### config.mk
export PLATFORM = sky130hd
export DESIGN_NAME = print_job_queue_page_sequencer_top_flat
export DESIGN_NICKNAME = d
export VERILOG_FILES = /design/src/hdl/pjq_pkg.sv /design/src/hdl/pjq_in_if.sv /design/src/hdl/pjq_out_if.sv /design/src/hdl/print_job_queue_page_sequencer_top.sv /design/src/hdl/pjq_job_store.sv /design/src/hdl/pjq_page_unit.sv /design/src/flat_wrapper.sv
export SDC_FILE = /design/constraint.sdc
export NUM_CORES = 1
export LEC_CHECK = 0
export ABC_AREA = 1
export BUFFER_PORTS_ARGS = -buffer_cell sky130_fd_sc_hd__buf_2
export CAP_MARGIN = 10
export CORE_ASPECT_RATIO = 0.75
export CORE_MARGIN = 8
export CORE_UTILIZATION = 40
export CTS_BUF_LIST = sky130_fd_sc_hd__clkbuf_4 sky130_fd_sc_hd__clkbuf_8 sky130_fd_sc_hd__clkbuf_16
export DETAILED_ROUTE_END_ITERATION = 8
export SYNTH_ARGS = -nofsm -noshare
export SYNTH_HDL_FRONTEND = slang
export SYNTH_HIERARCHICAL = 1
export SYNTH_SLANG_ARGS = --single-unit
### constraint.sdc
create_clock -name clk_i -period 4.3 [get_ports clk_i]
set_input_delay 0.645 -clock clk_i [delete_from_list [all_inputs] [get_ports clk_i]]
set_output_delay 0.645 -clock clk_i [all_outputs]
set_load 0.05 [all_outputs]
### src/hdl/pjq_pkg.sv
// Shared types and constants for the print job queue page sequencer.
`default_nettype none
package pjq_pkg;

  // Widths of the job fields and of the result fields.
  localparam int unsigned OpW     = 2;
  localparam int unsigned PageW   = 7;
  localparam int unsigned StatusW = 3;

  // Request codes.
  typedef enum logic [OpW-1:0] {
    OP_ADD   = 2'd0,
    OP_RANGE = 2'd1,
    OP_FULL  = 2'd2,
    OP_RSVD  = 2'd3
  } opcode_e;

  // Result status codes.
  typedef enum logic [StatusW-1:0] {
    STAT_ACCEPTED = 3'd0,
    STAT_INVALID  = 3'd1,
    STAT_FULL     = 3'd2,
    STAT_PAGE     = 3'd3,
    STAT_EMPTY    = 3'd4
  } status_e;

  // One stored job.
  typedef struct packed {
    logic [PageW-1:0] doc_pages;
    logic [PageW-1:0] range_first;
    logic [PageW-1:0] range_last;
  } job_t;

  // Commands to the job store.
  typedef struct packed {
    logic push;
    logic pop;
  } store_ctrl_t;

  // Fill state of the job store.
  typedef struct packed {
    logic full;
    logic empty;
  } store_stat_t;

  // Commands to the page counter.
  typedef struct packed {
    logic load;
    logic step;
  } page_ctrl_t;

endpackage
`default_nettype wire

### src/hdl/pjq_in_if.sv
// Request channel: valid/ready handshake with one job request as payload.
`default_nettype none
interface pjq_in_if;
  logic                      valid;
  logic                      ready;
  logic [pjq_pkg::OpW-1:0]   opcode;
  logic [pjq_pkg::PageW-1:0] doc_pages;
  logic [pjq_pkg::PageW-1:0] range_first;
  logic [pjq_pkg::PageW-1:0] range_last;

  modport source (output valid, opcode, doc_pages, range_first, range_last, input ready);
  modport sink   (input valid, opcode, doc_pages, range_first, range_last, output ready);
endinterface
`default_nettype wire

### src/hdl/pjq_out_if.sv
// Result channel: valid/ready handshake with one result as payload.
`default_nettype none
interface pjq_out_if;
  logic                        valid;
  logic                        ready;
  logic [pjq_pkg::StatusW-1:0] status;
  logic [pjq_pkg::PageW-1:0]   page_number;
  logic                        last;

  modport source (output valid, status, page_number, last, input ready);
  modport sink   (input valid, status, page_number, last, output ready);
endinterface
`default_nettype wire

### src/hdl/print_job_queue_page_sequencer_top.sv
// Top level of the print job queue page sequencer.
//
// Requests arrive on in_i: add a job {total, start, end}, print the head job's
// range, or print the head job in full. Results leave on out_o, one transfer
// per result, with last set on the final result of each request.
// An add, a rejected request or a print on an empty queue gives one result,
// registered in the cycle after the request transfer. A print registers the
// head job from the store memory, then in S_READ loads the page counter and
// the output register with its first page, and gives one page per cycle while
// out_o is ready; the page counter steps one page per result transfer. After
// a single-result request the next request is taken in the cycle its result
// is transferred; after a print it is taken the cycle after the last page
// transfer. When out_o stalls, the pending result holds and in_i.ready stays
// low. Reset empties the queue and drops any pending result; stored job
// contents are not cleared.
`default_nettype none
module print_job_queue_page_sequencer_top #(
  parameter int unsigned QUEUE_DEPTH = 16,
  parameter int unsigned MAX_PAGES   = 64
) (
  input  wire              clk_i,
  input  wire              rst_ni,
  pjq_in_if.sink           in_i,
  pjq_out_if.source        out_o
);

  typedef enum logic [1:0] {
    S_IDLE,
    S_READ,
    S_EMIT
  } state_e;

  state_e state_q;
  logic   full_mode_q;

  logic                        out_valid_q;
  logic [pjq_pkg::StatusW-1:0] out_status_q;
  logic [pjq_pkg::PageW-1:0]   out_page_q;
  logic                        out_last_q;

  pjq_pkg::store_ctrl_t store_ctrl;
  pjq_pkg::store_stat_t store_stat;
  pjq_pkg::job_t        wr_job;
  pjq_pkg::job_t        rd_job;
  pjq_pkg::page_ctrl_t  page_ctrl;

  logic [pjq_pkg::PageW-1:0] first_page;
  logic [pjq_pkg::PageW-1:0] final_page;
  logic                      load_last;
  logic [pjq_pkg::PageW-1:0] next_page;
  logic                      next_last;

  logic in_xfer;
  logic out_xfer;
  logic job_ok;
  pjq_pkg::opcode_e op;

  assign in_i.ready = (state_q == S_IDLE) && (!out_valid_q || out_o.ready);
  assign in_xfer    = in_i.valid && in_i.ready;
  assign out_xfer   = out_valid_q && out_o.ready;
  assign op         = pjq_pkg::opcode_e'(in_i.opcode);

  // Job check on an add request.
  assign job_ok = (in_i.doc_pages != '0) && (in_i.range_first != '0) &&
                  (in_i.range_last >= in_i.range_first) &&
                  (in_i.range_last <= in_i.doc_pages) &&
                  (in_i.doc_pages <= pjq_pkg::PageW'(MAX_PAGES));

  assign wr_job.doc_pages   = in_i.doc_pages;
  assign wr_job.range_first = in_i.range_first;
  assign wr_job.range_last  = in_i.range_last;

  // Store commands from the request decode.
  assign store_ctrl.push = in_xfer && (op == pjq_pkg::OP_ADD) && job_ok && !store_stat.full;
  assign store_ctrl.pop  = in_xfer && ((op == pjq_pkg::OP_RANGE) || (op == pjq_pkg::OP_FULL)) &&
                           !store_stat.empty;

  // Page range of the job just read.
  assign first_page = full_mode_q ? pjq_pkg::PageW'(1) : rd_job.range_first;
  assign final_page = full_mode_q ? rd_job.doc_pages : rd_job.range_last;

  assign page_ctrl.load = (state_q == S_READ);
  assign page_ctrl.step = (state_q == S_EMIT) && out_xfer && !out_last_q;

  pjq_job_store #(
    .QUEUE_DEPTH (QUEUE_DEPTH)
  ) u_store (
    .clk_i    (clk_i),
    .rst_ni   (rst_ni),
    .ctrl_i   (store_ctrl),
    .wr_job_i (wr_job),
    .rd_job_o (rd_job),
    .stat_o   (store_stat)
  );

  pjq_page_unit u_page (
    .clk_i       (clk_i),
    .ctrl_i      (page_ctrl),
    .first_i     (first_page),
    .final_i     (final_page),
    .load_last_o (load_last),
    .next_page_o (next_page),
    .next_last_o (next_last)
  );

  // Control state and the valid flag of the output register.
  always_ff @(posedge clk_i or negedge rst_ni) begin
    if (!rst_ni) begin
      state_q     <= S_IDLE;
      out_valid_q <= 1'b0;
    end else begin
      unique case (state_q)
        S_IDLE: begin
          if (in_xfer) begin
            if (store_ctrl.pop) begin
              state_q     <= S_READ;
              out_valid_q <= 1'b0;
            end else begin
              out_valid_q <= 1'b1;
            end
          end else if (out_xfer) begin
            out_valid_q <= 1'b0;
          end
        end
        S_READ: begin
          state_q     <= S_EMIT;
          out_valid_q <= 1'b1;
        end
        S_EMIT: begin
          if (out_xfer && out_last_q) begin
            state_q     <= S_IDLE;
            out_valid_q <= 1'b0;
          end
        end
        default: begin
          state_q     <= S_IDLE;
          out_valid_q <= 1'b0;
        end
      endcase
    end
  end

  // Result payload and print mode.
  always_ff @(posedge clk_i) begin
    if (in_xfer) begin
      full_mode_q <= (op == pjq_pkg::OP_FULL);
      out_page_q  <= '0;
      out_last_q  <= 1'b1;
      unique case (op)
        pjq_pkg::OP_ADD: begin
          if (!job_ok) begin
            out_status_q <= pjq_pkg::STAT_INVALID;
          end else if (store_stat.full) begin
            out_status_q <= pjq_pkg::STAT_FULL;
          end else begin
            out_status_q <= pjq_pkg::STAT_ACCEPTED;
          end
        end
        pjq_pkg::OP_RANGE, pjq_pkg::OP_FULL: begin
          out_status_q <= pjq_pkg::STAT_EMPTY;
        end
        default: begin
          out_status_q <= pjq_pkg::STAT_INVALID;
        end
      endcase
    end else if (state_q == S_READ) begin
      out_status_q <= pjq_pkg::STAT_PAGE;
      out_page_q   <= first_page;
      out_last_q   <= load_last;
    end else if (page_ctrl.step) begin
      out_page_q <= next_page;
      out_last_q <= next_last;
    end
  end

  assign out_o.valid       = out_valid_q;
  assign out_o.status      = out_status_q;
  assign out_o.page_number = out_page_q;
  assign out_o.last        = out_last_q;

endmodule
`default_nettype wire

### src/hdl/pjq_job_store.sv
// Circular job store: memory with head and tail pointers and a fill count.
`default_nettype none
module pjq_job_store #(
  parameter int unsigned QUEUE_DEPTH = 16
) (
  input  wire                  clk_i,
  input  wire                  rst_ni,
  input  pjq_pkg::store_ctrl_t ctrl_i,
  input  pjq_pkg::job_t        wr_job_i,
  output pjq_pkg::job_t        rd_job_o,
  output pjq_pkg::store_stat_t stat_o
);

  localparam int unsigned IdxW = (QUEUE_DEPTH > 1) ? $clog2(QUEUE_DEPTH) : 1;
  localparam int unsigned CntW = $clog2(QUEUE_DEPTH + 1);
  localparam logic [IdxW-1:0] LastSlot = IdxW'(QUEUE_DEPTH - 1);

  pjq_pkg::job_t mem_q [QUEUE_DEPTH];
  pjq_pkg::job_t rd_job_q;
  logic [IdxW-1:0] head_q, head_d;
  logic [IdxW-1:0] tail_q, tail_d;
  logic [CntW-1:0] count_q, count_d;

  // Write at the tail, registered read at the head.
  always_ff @(posedge clk_i) begin
    if (ctrl_i.push) begin
      mem_q[tail_q] <= wr_job_i;
    end
    if (ctrl_i.pop) begin
      rd_job_q <= mem_q[head_q];
    end
  end

  // Pointer and count update; push and pop never come in the same cycle.
  always_comb begin
    head_d  = head_q;
    tail_d  = tail_q;
    count_d = count_q;
    if (ctrl_i.push) begin
      tail_d  = (tail_q == LastSlot) ? '0 : tail_q + 1'b1;
      count_d = count_q + 1'b1;
    end else if (ctrl_i.pop) begin
      head_d  = (head_q == LastSlot) ? '0 : head_q + 1'b1;
      count_d = count_q - 1'b1;
    end
  end

  always_ff @(posedge clk_i or negedge rst_ni) begin
    if (!rst_ni) begin
      head_q  <= '0;
      tail_q  <= '0;
      count_q <= '0;
    end else begin
      head_q  <= head_d;
      tail_q  <= tail_d;
      count_q <= count_d;
    end
  end

  assign rd_job_o     = rd_job_q;
  assign stat_o.full  = (count_q == CntW'(QUEUE_DEPTH));
  assign stat_o.empty = (count_q == '0);

endmodule
`default_nettype wire

### src/hdl/pjq_page_unit.sv
// Page counter: one shared incrementer and two end-of-range compares.
`default_nettype none
module pjq_page_unit (
  input  wire                        clk_i,
  input  pjq_pkg::page_ctrl_t        ctrl_i,
  input  wire [pjq_pkg::PageW-1:0]   first_i,
  input  wire [pjq_pkg::PageW-1:0]   final_i,
  output logic                       load_last_o,
  output logic [pjq_pkg::PageW-1:0]  next_page_o,
  output logic                       next_last_o
);

  logic [pjq_pkg::PageW-1:0] page_q;
  logic [pjq_pkg::PageW-1:0] final_q;

  // The current page and the final page of the job being printed.
  always_ff @(posedge clk_i) begin
    if (ctrl_i.load) begin
      page_q  <= first_i;
      final_q <= final_i;
    end else if (ctrl_i.step) begin
      page_q  <= next_page_o;
    end
  end

  // A one-page range is last from the start.
  assign load_last_o = (first_i == final_i);

  // Next page and whether it ends the range.
  assign next_page_o = page_q + 1'b1;
  assign next_last_o = (next_page_o == final_q);

endmodule
`default_nettype wire

### src/flat_wrapper.sv
// flat-port wrapper written by rule: the top's interface ports become plain ports
module print_job_queue_page_sequencer_top_flat 
#(
  parameter int unsigned QUEUE_DEPTH = 16,
  parameter int unsigned MAX_PAGES   = 64
)
  (clk_i, rst_ni, in_i_valid, in_i_opcode, in_i_doc_pages, in_i_range_first, in_i_range_last, in_i_ready, out_o_valid, out_o_status, out_o_page_number, out_o_last, out_o_ready);
  pjq_in_if in_i_i ();
  pjq_out_if out_o_i ();
  input  wire clk_i;
  input  wire rst_ni;
  input wire logic [$bits(in_i_i.valid)-1:0] in_i_valid;
  input wire logic [$bits(in_i_i.opcode)-1:0] in_i_opcode;
  input wire logic [$bits(in_i_i.doc_pages)-1:0] in_i_doc_pages;
  input wire logic [$bits(in_i_i.range_first)-1:0] in_i_range_first;
  input wire logic [$bits(in_i_i.range_last)-1:0] in_i_range_last;
  output wire logic [$bits(in_i_i.ready)-1:0] in_i_ready;
  output wire logic [$bits(out_o_i.valid)-1:0] out_o_valid;
  output wire logic [$bits(out_o_i.status)-1:0] out_o_status;
  output wire logic [$bits(out_o_i.page_number)-1:0] out_o_page_number;
  output wire logic [$bits(out_o_i.last)-1:0] out_o_last;
  input wire logic [$bits(out_o_i.ready)-1:0] out_o_ready;
  assign in_i_i.valid = in_i_valid;
  assign in_i_i.opcode = in_i_opcode;
  assign in_i_i.doc_pages = in_i_doc_pages;
  assign in_i_i.range_first = in_i_range_first;
  assign in_i_i.range_last = in_i_range_last;
  assign in_i_ready = in_i_i.ready;
  assign out_o_valid = out_o_i.valid;
  assign out_o_status = out_o_i.status;
  assign out_o_page_number = out_o_i.page_number;
  assign out_o_last = out_o_i.last;
  assign out_o_i.ready = out_o_ready;
  print_job_queue_page_sequencer_top #(.QUEUE_DEPTH(QUEUE_DEPTH), .MAX_PAGES(MAX_PAGES)) u_core (.clk_i(clk_i), .rst_ni(rst_ni), .in_i(in_i_i), .out_o(out_o_i));
endmodule
==> results.yml, run 1 <==
timing:
  finalSetupViolCount: 0
  skew_ns: 0.0179
  period_minus_slack_ns: 2.90
  finalMaxSlewViolations: 0
  setup_tns_ns: 0
  hold_viol_final: 0
  finalCritPeriodShare_pct: 67.3
  fin_hold_ws_ns: 0.0375
  grt_setup_unrepaired: "no"
  relSlewSlack_pct: 38.4
  fmax_ghz: 0.345
  worst_pin_slew_ns: 0.925
worst_setup_path:
  cp_cell_sequence: "buf_2 > inv_1 > ha_1 > nand2_1 > nor2_1 > nand4_1 > nand2_1 > nand3_1 > nor2_1 > buf_4 > nand2_1 > nor2_2 > buf_4"
  cp_num_buf_inv: 4
  cp_top_family: "simple AND/OR/NAND/NOR gates"
  cp.depth: 13
  reg2reg_depth: 9
  end_kind: "flop"
  crit_type: "primary input to flop"
  r2r-end: "u_core/u_store/mem_q[1][15]"
  cp_data_arrival_time_ns: 3.14
  slowest_delay_ns: 0.50
  critPathLaunchType: "primary input"
  required_ns: 4.55
  slowest_stage: "nor2_2"
  path_max_fanout: 18
  rrSetupSlack_ns: 1.44
  rr_startpoint: "u_core/state_q[1]"
  path_common_cell: "nand2_1"
detailed_routing:
  drtIter0Drc: 1146
  via_per_inst: 4.90
  drc: 0
  final_antenna_net_count: 0
  wl_per_cell_um: 18.0
  maxUsedRoutingLayer: "met5"
  wl_met1_mm: 21.3
  vias: 12600
  met2_length_mm: 19.8
  drt-pass1-iter-count: 5
  wl_met3_mm: 3.62
  drt-total-wl_mm: 46.1
power_and_ir_drop:
  cellPowerDensity_mw_per_mm2: 576
  ir_worst_vdd_uv: 491
  p_leak_nw: 9.21
clock_network:
  cts_hold_buffers: 0
  h-tree-depth: 2
  numCtsBuffers: 41
  cts_setup_buffers: 0
  clkTransAtPathRegs_ns: 0.06
  clock-sinks: 399
  cts_tree: "done"
  clock_latency_ns: 0.55
  cts_resized: 0
  root_buffer: "clkbuf_16"
  clk_path_buf_depth: 3
die:
  die-area_sq_mm: 0.0531
  die_x_um: 263
  die_y_um: 201
  core_sq_mm: 0.0457
  ios: 40
  start_util_pct: 40.2
  rows: 68
worst_hold_path:
  hold_path.class: "primary input to async pin"
place:
  port_buffers: 39
  gp_congestion: 0.840
  post-dp-hpwl_mm: 28.1
global_routing:
  grt_pass1_wl_mm: 71.1
  grt_pass1_vias: 11900
  grt_max_degree: 167
  grt_use_total_pct: 17.1
  grt_antenna_before_repair: 1
  grt-ovfl-total: 0
outcome:
  status: "complete, no violations"
logic_synthesis:
  syn_nets: 1935
  synthCells: 1881
  synth_cell_types: 42
  netlist_area_sq_mm: 0.0183
  synth_top_flop_cell: "edfxtp_1"
  yosys_register_bits: 399
  async_reset_ff_share_pct: 4.01
  synth_area_per_cell_sq_um: 9.75
  synth_seq_area_share_pct: 64.4
  synth_warnings: 6
  synth_edf_count: 375
finish:
  num_antenna_cells: 0
  syn2layout_area_growth_pct: 12.4
  layout.nets: 1992
  drive_gt1_share_pct: 10.0
  n_fill_cell: 4176
job:
  cap_viol_max_count: 0
registers in the layout, indices dropped and copies added (netlist names):
register                  cells
u_core/u_store/head_q         4
u_core/u_page/final_q         7
u_core/out_o.valid            1
u_core/out_o.page_number      7
u_core/u_page/page_q          7
u_core/state_q                2
u_core/out_o.status           3
u_core/full_mode_q            1
u_core/u_store/count_q        5
u_core/out_o.last             1
u_core/u_store/rd_job_o      21
u_core/u_store/tail_q         4
u_core/u_store/mem_q        336
metrics by stage:
stage	cell area (sq um)	cells	worst slack [ns]	util, %	total power, mW
after floorplan	18300	1881	0.850	-	7.36
after global placement	19300	2490	0.962	42.2	8.32
after detailed placement	19300	2490	0.883	42.2	8.36
after global routing	20600	2565	1.21	45.2	12.5
after CTS	20600	2565	1.44	45.2	12.0
final	20600	2565	1.40	45.2	11.9
layout by cell type, fill, tap and decap left out, types with 2 or more instances in the layout:
cell and n:
a21oi_1 8, a31oi_1 10, buf_12 3, buf_2 39, buf_4 44, bufinv_16 3, clkbuf_16 43, clkbuf_4 10
clkinv_1 10, clkinv_2 5, clkinvlp_4 4, dfrtp_1 14, dfrtp_4 2, dfxtp_1 8, edfxtp_1 375, ha_1 26
inv_1 380, inv_2 4, inv_4 2, nand2_1 623, nand2_2 6, nand3_1 234, nand3_2 2, nand3b_1 3
nand4_1 5, nor2_1 36, nor2_2 18, nor2_4 2, nor3_1 3, o21ai_0 20, o21ai_1 3, or2_2 2
xnor2_1 8, xor2_1 2
cells in the mapped netlist, types with 3 or more instances:
library cell | number | share of area (%)
a21oi_1 | 8 | 0.22
o21ai_0 | 20 | 0.55
nand2_2 | 6 | 0.20
buf_2 | 40 | 1.1
ha_1 | 26 | 1.8
nand4_1 | 5 | 0.17
buf_6 | 11 | 0.68
buf_4 | 9 | 0.37
xnor2_1 | 8 | 0.38
inv_2 | 4 | 0.082
o21ai_1 | 3 | 0.082
nand3b_1 | 3 | 0.12
clkbuf_1 | 9 | 0.18
dfxtp_1 | 8 | 0.87
dfrtp_1 | 16 | 2.2
a31oi_1 | 10 | 0.34
inv_1 | 380 | 7.8
nor3_1 | 4 | 0.11
nand2_1 | 623 | 13
nand3_1 | 234 | 6.4
nor2_1 | 53 | 1.1
edfxtp_1 | 375 | 61
how the worst max path moves through the flow:
stage,start,end,slack [ns]
after CTS,u_core/state_q[1],u_core/u_store/mem_q[1][20],1.44
after global placement,in_i_range_first[2],u_core/u_store/mem_q[1][15],0.96
after floorplan,in_i_opcode[0],u_core/u_store/head_q[3],0.85
final,in_i_doc_pages[3],u_core/u_store/mem_q[1][15],1.40
after global routing,in_i_range_first[6],u_core/u_store/mem_q[1][15],1.21
after detailed placement,in_i_doc_pages[3],u_core/u_store/mem_q[1][19],0.88
layout make-up:
| class | count | area [sq um] | share of cell area (%) |
|---|---|---|---|
| Sequential cell | 399 | 11800 | 57.3 |
| Multi-Input combinational cell | 1022 | 4660 | 22.6 |
| Inverter | 388 | 1460 | 7.09 |
| Clock buffer | 54 | 1160 | 5.65 |
| Tap cell | 595 | 744 | 3.61 |
| Timing Repair Buffer | 86 | 586 | 2.84 |
| Clock inverter | 21 | 183 | 0.886 |
layer usage:
metal | vias up | GRT usage [%]
met5 | - | 0
met4 | 2 | 5.74
met3 | 90 | 3.38
met2 | 465 | 25.9
met1 | 5931 | 24.5
li1 | 6075 | -
logic make-up after synthesis:
kind of cell               synth area share (%)
DFF                                        64.4
buffers and inverters                      10.4
AOI/OAI and AO/OA                          1.49
adders and majority gates                  1.88
xor gates and xnor gates                  0.477
and+or+nand+nor                            21.3
worst register-to-register path, stage by stage, from the launching register on:
cell     delay (ns)
dfrtp_1        0.42
nor2_2         0.15
nand3_2        0.30
nor2_1         0.32
nand3_1        0.14
nor2_1         0.10
buf_4          0.18
nand2_1        0.16
nor2_2         0.50
buf_4          0.29
where the power goes:
group          total [mW]  leakage, nW  internal [mW]  switching, mW
combinational        3.58         4.91           1.00           2.58
clock                3.57        0.660           2.09           1.48
sequential           4.72         3.63           4.53          0.196
(Power assumes the default switching activity.)
==> run 2: changes to the inputs <==
--- a/config.mk
+++ b/config.mk
@@ -5,7 +5,7 @@
 export SDC_FILE = /design/constraint.sdc
 export NUM_CORES = 1
 export LEC_CHECK = 0
-export ABC_AREA = 1
+export ABC_AREA = 0
 export BUFFER_PORTS_ARGS = -buffer_cell sky130_fd_sc_hd__buf_2
 export CAP_MARGIN = 10
 export CORE_ASPECT_RATIO = 0.75
==> constraint.sdc (replaced) <==
create_clock -name clk_i -period 2.8 [get_ports clk_i]
set_input_delay 0.42 -clock clk_i [delete_from_list [all_inputs] [get_ports clk_i]]
set_output_delay 0.42 -clock clk_i [all_outputs]
set_load 0.05 [all_outputs]
==> run 2 against run 1 <==
Compared with the run above: critical path type unchanged; critical endpoint is now u_core/u_store/mem_q[15][20]; design area down 2.5%; combinational power up 37%; largest power group unchanged; non-clock buffer count up 62; the flow now finishes with violations (negative setup slack); sequential cell count unchanged; total power up 48%; cell count down 38%.
==> results.yml, run 2 <==
timing:
  fin_hold_ws_ns: 0.105
  period_minus_slack_ns: 2.99
  finalMaxSlewViolations: 0
  hold_viol_final: 0
  skew_ns: 0.00688
  finalSetupViolCount: 339
  relSlewSlack_pct: 44.6
  fmax_ghz: 0.334
  grt_setup_unrepaired: "yes"
  worst_pin_slew_ns: 0.832
  finalCritPeriodShare_pct: 107
  setup_ws_ns: -0.190
power_and_ir_drop:
  switching_share_pct: 30.4
  power_frac_seq_pct: 41.5
  power.switching_mw: 5.33
  p_int_mw: 12.2
  power_mw: 17.5
  cellPowerDensity_mw_per_mm2: 872
  ir_worst_vdd_uv: 465
  combPwrFrac_pct: 27.9
  p_leak_nw: 6.72
  clockPowerShare_pct: 30.5
logic_synthesis:
  synthCells: 880
  synth_cell_types: 51
  synth_area_per_cell_sq_um: 18.6
  synth_warnings: 6
  synth_top_area_cell: "edfxtp_1"
  synth_area_leaders: "edfxtp_1 (69%), mux4_2 (8.4%), mux2i_1 (4.4%)"
  syn_nets: 934
  synth_top_flop_cell: "edfxtp_1"
  async_reset_ff_share_pct: 4.01
  synth_seq_area_share_pct: 72.4
  synthTopCellsByCount: "edfxtp_1 (375), mux2i_1 (72), mux4_2 (61)"
  yosys_register_bits: 399
  synth_edf_count: 375
  yosys.cell_count.top_type: "edfxtp_1"
  netlist.area_leader.share_pct: 69.0
  netlist_area_sq_mm: 0.0163
detailed_routing:
  final_antenna_net_count: 0
  wl_per_cell_um: 26.5
  vias: 8796
  drc: 0
  drt-pass1-iter-count: 5
  drt-total-wl_mm: 41.9
  via_per_inst: 5.57
  drtIter0Drc: 897
finish:
  n_fill_cell: 3324
  mostFrequentLayoutCells: "edfxtp_1 (375), mux2i_1 (72), buf_4 (63)"
  syn2layout_area_growth_pct: 23.1
  layout.nets: 1078
  multi_input_area_sq_mm: 0.00453
  final_common_cell: "edfxtp_1"
  largest-register: "u_core/u_store/mem_q"
  largest_reg_flops: 336
  num_antenna_cells: 0
  drive_gt1_share_pct: 33.4
  design_area_sq_mm: 0.0201
  seq_area_sq_mm: 0.0118
  post-route-util_pct: 49.6
global_routing:
  grt-ovfl-total: 0
  grt_use_total_pct: 17.1
  met2_usage_pct: 25.7
  busiest_layer: "met1"
  met1_usage_pct: 25.7
  grt_pass1_vias: 8617
  grt_max_degree: 65
  grt_antenna_before_repair: 1
  grt_pass1_wl_mm: 60.0
  grtUsageMet3_pct: 3.12
outcome:
  violations: "negative setup slack"
  status: "complete, but fails checks"
worst_hold_path:
  hold_path.class: "primary input to flop"
clock_network:
  cts_tree: "done"
  clkTransAtPathRegs_ns: 0.07
  clk_path_buf_depth: 3
  root_buffer: "clkbuf_16"
  h-tree-depth: 2
  clock-sinks: 399
  numCtsBuffers: 38
  clock_latency_ns: 0.53
die:
  die-area_sq_mm: 0.0476
  die_x_um: 249
  start_util_pct: 40.3
  rows: 64
  core_sq_mm: 0.0405
  ios: 40
  die_y_um: 191
place:
  placed_area_sq_mm: 0.0184
  post-dp-hpwl_mm: 26.0
  port_buffers: 39
  gp_congestion: 0.794
worst_setup_path:
  crit_type: "primary input to flop"
  required_ns: 3.04
  critPathLaunchType: "primary input"
  end_kind: "flop"
  cp_data_arrival_time_ns: 3.23
  path_max_fanout: 7
job:
  cap_viol_max_count: 0
## run 2: cell types whose count changed in the layout (fill, tap and decap cells not counted), moves of 37 or more
cell     change
nand2_1    -603
nand3_1    -227
mux4_2      +61
mux2i_1     +72
buf_12      +37
inv_1      -365
## run 2: power groups by stage
stage / combinational (mW) / sequential (mW) / clock [mW]
after detailed placement: 4.86 / 7.41 / 0
after floorplan: 3.28 / 7.42 / 0
after global routing: 5.22 / 7.32 / 5.69
after global placement: 4.83 / 7.41 / 0
after CTS: 4.90 / 7.28 / 5.44
final: 4.89 / 7.28 / 5.35
## run 2: per-layer routing
| layer | part of all wire (%) | vias up |
|---|---|---|
| met3 | 7.2 | 56 |
| li1 | - | 3841 |
| met5 | 0.024 | - |
| met2 | 45 | 342 |
| met1 | 46 | 4555 |
| met4 | 1.6 | 2 |
## run 2: cell families after synthesis
group | count (synthesis) | share of synthesized area [%]
compound gates | 105 | 4.53
xor+xnor | 27 | 1.45
fa+ha+maj | 27 | 2.11
buf+inv | 69 | 2.08
flops | 399 | 72.4
mux | 150 | 14.2
simple gates | 103 | 3.26
## run 2: cell type report
| type | count | area share [%] |
|---|---|---|
| Sequential cell | 399 | 58.8 |
| Multi-Input combinational cell | 412 | 22.5 |
| Timing Repair Buffer | 148 | 8.41 |
| Clock buffer | 44 | 5.04 |
| Tap cell | 528 | 3.29 |
| Clock inverter | 24 | 1.36 |
| Inverter | 25 | 0.541 |
## run 2: worst paths after layout
kind | from | end | slack, ns | cells after the start
min in group asynchronous | rst_ni | u_core/u_store/count_q[2] | 0.34 | 2
max in group asynchronous | rst_ni | u_core/u_store/head_q[1] | 2.15 | 2
worst max register to register | u_core/out_o.valid | u_core/u_store/mem_q[15][20] | 0.24 | 9
worst max-delay path | in_i_doc_pages[5] | u_core/u_store/mem_q[15][20] | -0.19 | 14
worst min-delay path | in_i_range_last[2] | u_core/u_store/mem_q[12][2] | 0.11 | 1
worst min register to register | u_core/u_store/count_q[4] | u_core/u_store/count_q[4] | 0.54 | 1
## run 2: worst max-delay path, cell delays in order
cell and delay [ns]:
buf_4 0.14, inv_4 0.04, ha_4 0.25, and4_4 0.24, nand4_1 0.27, a2111oi_4 0.40, buf_4 0.19, nor3b_4 0.28
buf_4 0.18, buf_12 0.13, nand2_4 0.06, buf_8 0.16, nor2_4 0.23, clkbuf_16 0.23
## run 2: metrics by stage
step / setup slack [ns] / std cells / TNS [ns]
finish: -0.190 / 1580 / -30.18
global route: -0.229 / 1580 / -38.74
CTS: -0.0606 / 1568 / -0.0606
detailed placement: -0.988 / 1497 / -320.82
global placement: -0.940 / 1497 / -300.56
floorplan: -0.239 / 880 / -20.87
## run 2: what timing repair did
item	4_1_cts	5_1_grt
buffers inserted	2	7
hold buffers	1	0
resized for setup	24	27
pin swaps	8	8
gates cloned	0	6
setup endpoints to repair	345	256
hold endpoints to repair	16	0
